## config.mk

```make
export PLATFORM = sky130hd
export DESIGN_NAME = spa_front
export DESIGN_NICKNAME = d
export VERILOG_FILES = /design/src/rtl/spa_pkg.sv /design/src/rtl/spa_front.sv
export SDC_FILE = /design/constraint.sdc
export NUM_CORES = 1
export LEC_CHECK = 0
export ABC_AREA = 1
export ABC_CLOCK_PERIOD_IN_PS = 2220
export CORE_ASPECT_RATIO = 0.6
export CORE_UTILIZATION = 56
export DETAILED_ROUTE_END_ITERATION = 6
export DONT_BUFFER_PORTS = 1
export HOLD_SLACK_MARGIN = 0.15
export PLACE_DENSITY = 0.74
export SYNTH_ARGS = -nofsm -noshare
export SYNTH_HDL_FRONTEND = slang
export SYNTH_SLANG_ARGS = --single-unit
```

## constraint.sdc

```tcl
create_clock -name clk_i -period 2.22 [get_ports clk_i]
set_clock_uncertainty 0.15 [all_clocks]
set_input_delay 0.111 -clock clk_i [delete_from_list [all_inputs] [get_ports clk_i]]
set_output_delay 0.111 -clock clk_i [all_outputs]
set_load 0.05 [all_outputs]
```

## src/rtl/spa_pkg.sv

```systemverilog
// shared constants, types and helpers of the segregated pool allocator
// no dependencies
`timescale 1ns / 1ps
`default_nettype none
package spa_pkg;

  localparam int unsigned DefHeapChunks = 16;
  localparam int unsigned GranulesPerChunk = 128;
  localparam int unsigned NumClasses = 8;
  localparam int unsigned MaxPoolRequest = 4088;

  localparam logic [2:0] StOk       = 3'd0;
  localparam logic [2:0] StNull     = 3'd1;
  localparam logic [2:0] StTooLarge = 3'd2;
  localparam logic [2:0] StNoMem    = 3'd3;
  localparam logic [2:0] StBadAddr  = 3'd4;

  localparam logic FuncAlloc = 1'b0;
  localparam logic FuncFree  = 1'b1;

  // classified request handed from front to back
  typedef struct packed {
    logic        func;
    logic        zero;
    logic        too_large;
    logic        free_null;
    logic [2:0]  cls;
    logic [15:0] base;
  } spa_cmd_t;

  function automatic logic [2:0] class_of(input logic [15:0] bytes);
    logic [16:0] v;
    logic [2:0]  c;
    v = {1'b0, bytes} + 17'd7;
    c = 3'd0;
    for (int i = 5; i <= 11; i++) begin
      if (v[i]) c = 3'(i - 4);
    end
    return c;
  endfunction

endpackage
`default_nettype wire

```

## src/rtl/spa_front.sv

```systemverilog
// front end: accepts requests, classifies them and queues them for the back end
// depends on spa_pkg
`timescale 1ns / 1ps
`default_nettype none
module spa_front import spa_pkg::*; (
  input  wire logic        clk_i,
  input  wire logic        rst_ni,
  input  wire logic        in_valid_i,
  output logic             in_stall_o,
  input  wire logic        func_i,
  input  wire logic [15:0] request_bytes_i,
  input  wire logic [15:0] free_address_i,
  output logic             cmd_valid_o,
  input  wire logic        cmd_take_i,
  output spa_cmd_t         cmd_o
);

  spa_cmd_t q_mem_q [2];
  logic     wr_ptr_q, rd_ptr_q;
  logic [1:0] cnt_q;
  logic     push, pop;
  spa_cmd_t c;

  always_comb begin
    c.func      = func_i;
    c.zero      = (request_bytes_i == 16'd0);
    c.too_large = (request_bytes_i > 16'(MaxPoolRequest));
    c.free_null = (free_address_i == 16'd0);
    c.cls       = class_of(request_bytes_i);
    c.base      = free_address_i - 16'd8;
  end

  assign in_stall_o  = (cnt_q == 2'd2);
  assign push        = in_valid_i && !in_stall_o;
  assign cmd_valid_o = (cnt_q != 2'd0);
  assign pop         = cmd_valid_o && cmd_take_i;
  assign cmd_o       = q_mem_q[rd_ptr_q];

  always_ff @(posedge clk_i) begin
    if (push) q_mem_q[wr_ptr_q] <= c;
  end

  always_ff @(posedge clk_i or negedge rst_ni) begin
    if (!rst_ni) begin
      wr_ptr_q <= 1'b0;
      rd_ptr_q <= 1'b0;
      cnt_q    <= 2'd0;
    end else begin
      if (push) wr_ptr_q <= !wr_ptr_q;
      if (pop) rd_ptr_q <= !rd_ptr_q;
      cnt_q <= cnt_q + 2'(push) - 2'(pop);
    end
  end

  a_cnt_bound: assert property (@(posedge clk_i) disable iff (!rst_ni) cnt_q <= 2'd2)
    else $error("queue overfull");
  a_no_push_full: assert property (@(posedge clk_i) disable iff (!rst_ni)
    cnt_q == 2'd2 |-> !push) else $error("push into full queue");
  a_pop_nonempty: assert property (@(posedge clk_i) disable iff (!rst_ni)
    pop |-> cnt_q != 2'd0) else $error("pop from empty queue");

endmodule
`default_nettype wire

```

== Word-level counts from Yosys, hierarchy flattened ==
Memories as Yosys holds them, arrays and structs flattened.
Index checks and enable logic that the tools add are counted.

* Logic and storage cells: 27
* Bits in writable memories: 46
* Memories kept: 1
* Bits in registers: 4

* Order comparisons: 1
* $add $sub $neg: 4
* Reductions and logical operators: 8
* Muxes and demuxes: 9
* Equality and inequality tests: 1

{| class="wikitable"
|+ Memory list
! name !! words !! width !! read ports !! clocked after Yosys merged registers in !! write ports !! RTL line !! source
|-
| q_mem_q || 2 || 23 || 1 || 0 || 1 || spa_front.sv:18 || <nowiki>spa_cmd_t q_mem_q [2];</nowiki>
|}

{| class="wikitable"
|+ Operators by type and width
! operator !! number
|-
| logical NOT 16 bit || 2
|-
| > comparator 16 x 12 -> 1 bit, second input constant || 1
|-
| subtractor 16 x 4 -> 16 bit, second input constant || 1
|-
| 2-to-1 mux 3 bit || 5
|-
| adder 12 x 3 -> 12 bit, second input constant || 1
|-
| logical NOT 1 bit || 3
|-
| 2-to-1 mux 1 bit || 3
|-
| adder 2 x 1 -> 2 bit || 1
|-
| == test 2 bit, second input constant || 1
|-
| logical AND 1 bit || 2
|-
| 2-to-1 mux 2 bit || 1
|-
| nonzero test 2 bit || 1
|-
| subtractor 2 x 1 -> 2 bit || 1
|}

== Longest topological paths before layout ==
* Depth after elaboration: 8
* Mapped depth: 10
* Gate-level depth less buffers: 10

== Worst setup path after synthesis ==
No wires, ideal clock.

* Path kind: register to register
* From: register cnt_q[1]
* To: memory q_mem_q[0][0] in the netlist's numbering (enable)
* Required time: 1667 ps
* Arrival: 1565 ps
* Clock period less this slack: 2117 ps
* Stages on the path, launching flop included: 4
* Path buffers: 0
* Path slack: 103 ps
* Setup time: 403 ps
* Cell sequence: dfrtp_1 -> inv_1 -> o21ai_1 -> nor2_1

* Cells in the longest elaborated chain, start to end: 5

{| class="wikitable"
|+ Ends and longest elaborated chain
! element !! RTL line !! source
|-
| start, declared || spa_front.sv:20 || <nowiki>logic [1:0] cnt_q;</nowiki>
|-
| start signal, assigned || spa_front.sv:51 || <nowiki>cnt_q <= cnt_q + 2'(push) - 2'(pop);</nowiki>
|-
| == test 2 bit || spa_front.sv:33 || <nowiki>assign in_stall_o = (cnt_q == 2'd2);</nowiki>
|-
| logical NOT 1 bit || spa_front.sv:34 || <nowiki>assign push = in_valid_i && !in_stall_o;</nowiki>
|-
| logical AND 1 bit || spa_front.sv:34 ||
|-
| 2-to-1 mux 1 bit || spa_front.sv:40 || <nowiki>if (push) q_mem_q[wr_ptr_q] <= c;</nowiki>
|-
| 2-to-1 mux 1 bit (not written as such) || spa_front.sv:40 ||
|-
| end, declared || spa_front.sv:18 ||
|}

Every way passes these cells.

==> flow_summary_export.csv <==
group,metric,value,unit
route,antenna_left,0,
yosys,avgSynthCellArea,10.0,sq um
yosys,ys_top_cells_by_area,"edfxtp_1, nand2_1, xor2_1",
floorplanning,initial_utilization,58.9,%
timing,final-max-slew-violation-count,0,
cells_and_area,regArea,1480,sq um
worst_setup_path,critPathMaxFanout,3,
status,status,"finished, final reports clean",
cells_and_area,antennaDiodeCount,0,
cells_and_area,finalNonFillerCells,369,
yosys,yosysTopAreaCellShare,56.9,%
cells_and_area,multiInputGateArea,833,sq um
global_route,grt-ovfl-total,0,
yosys,synth_top_family_by_area,"simple AND/OR/NAND/NOR gates",
timing,tightest_slew,0.470,ns
route,wl_per_cell,15.4,um
cells_and_area,fill_cells,252,
route,first_pass_iters,4,
floorplanning,pin_count,62,
yosys,synthSimpleGateAreaFrac,26.2,%
clocking,cts_buffers,5,
floorplanning,core,4120,sq um
power,clkPwrFrac,12.3,%
timing,setup_viol,0,
clocking,clk_latency,0.30,ns
timing,max_freq,469,MHz
yosys,yosys_most_used_dff,"edfxtp_1",
power,p_per_area,1250,nW/um^2
global_route,antenna_found_initial,0,
power,swShare,46.8,%
timing,timing.hold.ws,0.193,ns
yosys,muxShareOfSynthArea,0,%
yosys,synth_cells,242,
cells_and_area,final_area,3220,sq um
worst_setup_path,crit_required,2.24,ns
timing,tns,0,ns
yosys,ys_top_cells_by_count,"nand2_1, edfxtp_1, inv_1",
power,p_leak,1.39,nW
yosys,ys_seq_area_share,61.0,%
power,p_sw,1.89,mW
timing,finalCritPeriodShare,96.0,%
clocking,cts_tree,"done",
worst_setup_path,crit_type,"input port to register",
floorplanning,die-area,4610,sq um
worst_setup_path,end_kind,"register",
global_route,grt_max_degree,24,
route,drc,0,
yosys,yosys.cell_types.count,25,
floorplanning,die_x,87.0,um
global_route,track_usage,26.0,%
power,p_int,2.15,mW
yosys,synth_edf_count,46,
yosys,synth_xor_area_share,5.41,%
global_route,grt_pass1_wl,8.45,mm
clocking,htree_levels,2,
yosys,synthArstFlopShare,8.00,%
yosys,synth_fa_ha_area_share,1.55,%
cells_and_area,drive_gt1_share,16.8,%
route,viasPerCell,5.19,
cells_and_area,syn2layout_area_growth,32.8,%
clocking,clockBufferDepth,2,
yosys,yosys_warnings,0,
placed_design,gp_congestion,0.772,
timing,slew_headroom,68.6,%
global_route,grt_pass1_vias,1760,
floorplanning,core.rowCount,18,
yosys,synth_area,2430,sq um
power,seqPwrFrac,33.7,%
yosys,ys_ff_latch,50,
clocking,post_cts_buffers,0,
placed_design,dp_cells,322,
worst_setup_path,startpoint_type,"input port",
power,total_power,4.05,mW
route,totalWireLength,5.67,mm
clocking,cts_root_buffer,"clkbuf_8",
floorplanning,dieHeight,53.0,um
job,max_cap_violations,0,
timing,min_period,2.13,ns
placed_design,place_area,2750,sq um
clocking,cts.sinks,50,
min_path,hp-class,"input port to register",
power,vdd_drop_max,902,uV
yosys,synthMostInstantiatedCell,"nand2_1",
placed_design,io_buffer_count,0,
timing,final_hold_viol_count,0,
cells_and_area,final_net_count,348,
yosys,yosysTopAreaCell,"edfxtp_1",
route,dr_total_vias,1914,
route,drt_iter0_markers,156,
yosys,synth-compound-area-share,0.773,%
timing,rsz0062_at_grt,"no",
power,comb_power_share,53.9,%
placed_design,dpl.hpwl,3.39,mm
worst_setup_path,crit_arrival,2.15,ns
clocking,cts.clk_slew.worst_paths,0.09,ns
yosys,syn-num-nets,282,
## worst paths after layout
kind | startpoint | end | slack [ns] | cells after the start
worst max-delay path | free_address_i[5] | q_mem_q[1][19] | 0.09 | 7
worst min-delay path | request_bytes_i[7] | q_mem_q[0][18] | 0.19 | 7
worst max register to register | cnt_q[0] | cnt_q[1] | 0.32 | 8
worst min register to register | cnt_q[0] | cnt_q[0] | 0.42 | 1
max in group asynchronous | rst_ni | wr_ptr_q | 1.29 | 2
min in group asynchronous | rst_ni | cnt_q[0] | 0.46 | 2
## placed cells by master (no fill, tap or decap), types with 3 or more instances in the layout
| cell | n |
|---|---|
| nand2_1 | 93 |
| edfxtp_1 | 46 |
| dlygate4sd3_1 | 39 |
| inv_1 | 29 |
| buf_4 | 18 |
| xor2_1 | 13 |
| nand3_1 | 8 |
| nor2_1 | 7 |
| nand2_2 | 7 |
| nor2_2 | 6 |
| buf_12 | 6 |
| clkbuf_8 | 5 |
| dfrtp_1 | 4 |
| nor2_4 | 3 |
| ha_1 | 3 |
| clkinv_1 | 3 |
## cells by family (layout without fill, tap and decap cells)
| group | after synthesis | in the layout |
|---|---|---|
| adder cells (fa/ha/maj) | 3 | 3 |
| XOR/XNOR | 15 | 15 |
| AND/OR/NAND/NOR | 138 | 138 |
| flip-flops | 50 | 50 |
| AO/OA/AOI/OAI | 3 | 3 |
| buffers and inverters | 33 | 100 |
## cell type report
| cell class | instances | share of cell area [%] |
|---|---|---|
| multi-input cells | 159 | 25.8 |
| inverters | 29 | 3.38 |
| clock inverters | 3 | 0.349 |
| well taps | 60 | 2.33 |
| clock buffers | 5 | 2.13 |
| flip-flops and latches | 50 | 45.9 |
| repair buffers | 63 | 20.0 |
## metrics by stage
| stage | worst slack, ns | util (%) |
|---|---|---|
| global route | 0.0165 | 78.2 |
| floorplan | 0.103 | - |
| detailed placement | 0.353 | 66.7 |
| global placement | 0.399 | 66.7 |
| finish | 0.0894 | 78.2 |
| CTS | 0.0426 | 78.4 |
## state kept, by name, summed over array words and instances (netlist names)
name / cells
cnt_q: 2
rd_ptr_q: 1
wr_ptr_q: 1
q_mem_q: 46
## worst max-delay path: stages
cell	delay, ns
dlygate4sd3_1	0.62
nor2_2	0.18
nand4_2	0.15
nor2_4	0.16
nand4_2	0.13
nor3_2	0.19
dlygate4sd3_1	0.60
## power by group through the flow
stage / logic (mW) / registers (mW) / clock network, mW
3_5_place_dp: 2.11 / 1.38 / 0
5_1_grt: 2.31 / 1.39 / 0.526
3_3_place_gp: 2.08 / 1.37 / 0
4_1_cts: 2.18 / 1.36 / 0.496
6_report: 2.18 / 1.36 / 0.499
2_1_floorplan: 1.42 / 1.38 / 0
## per-layer routing
layer  vias up  wire length (um)  track usage [%]
met3        10               393             6.55
li1        915                 -                -
met5         -                 0                0
met4         0                70             7.22
met1       903              2480             34.7
met2        86              2730             42.5
## repair_timing
item,4_1_cts,5_1_grt
endpoints found under the setup margin,0,4
hold buffers,40,0
endpoints found under the hold margin,52,0
gates resized for setup,0,1
Power figures use the tool's default switching activity.
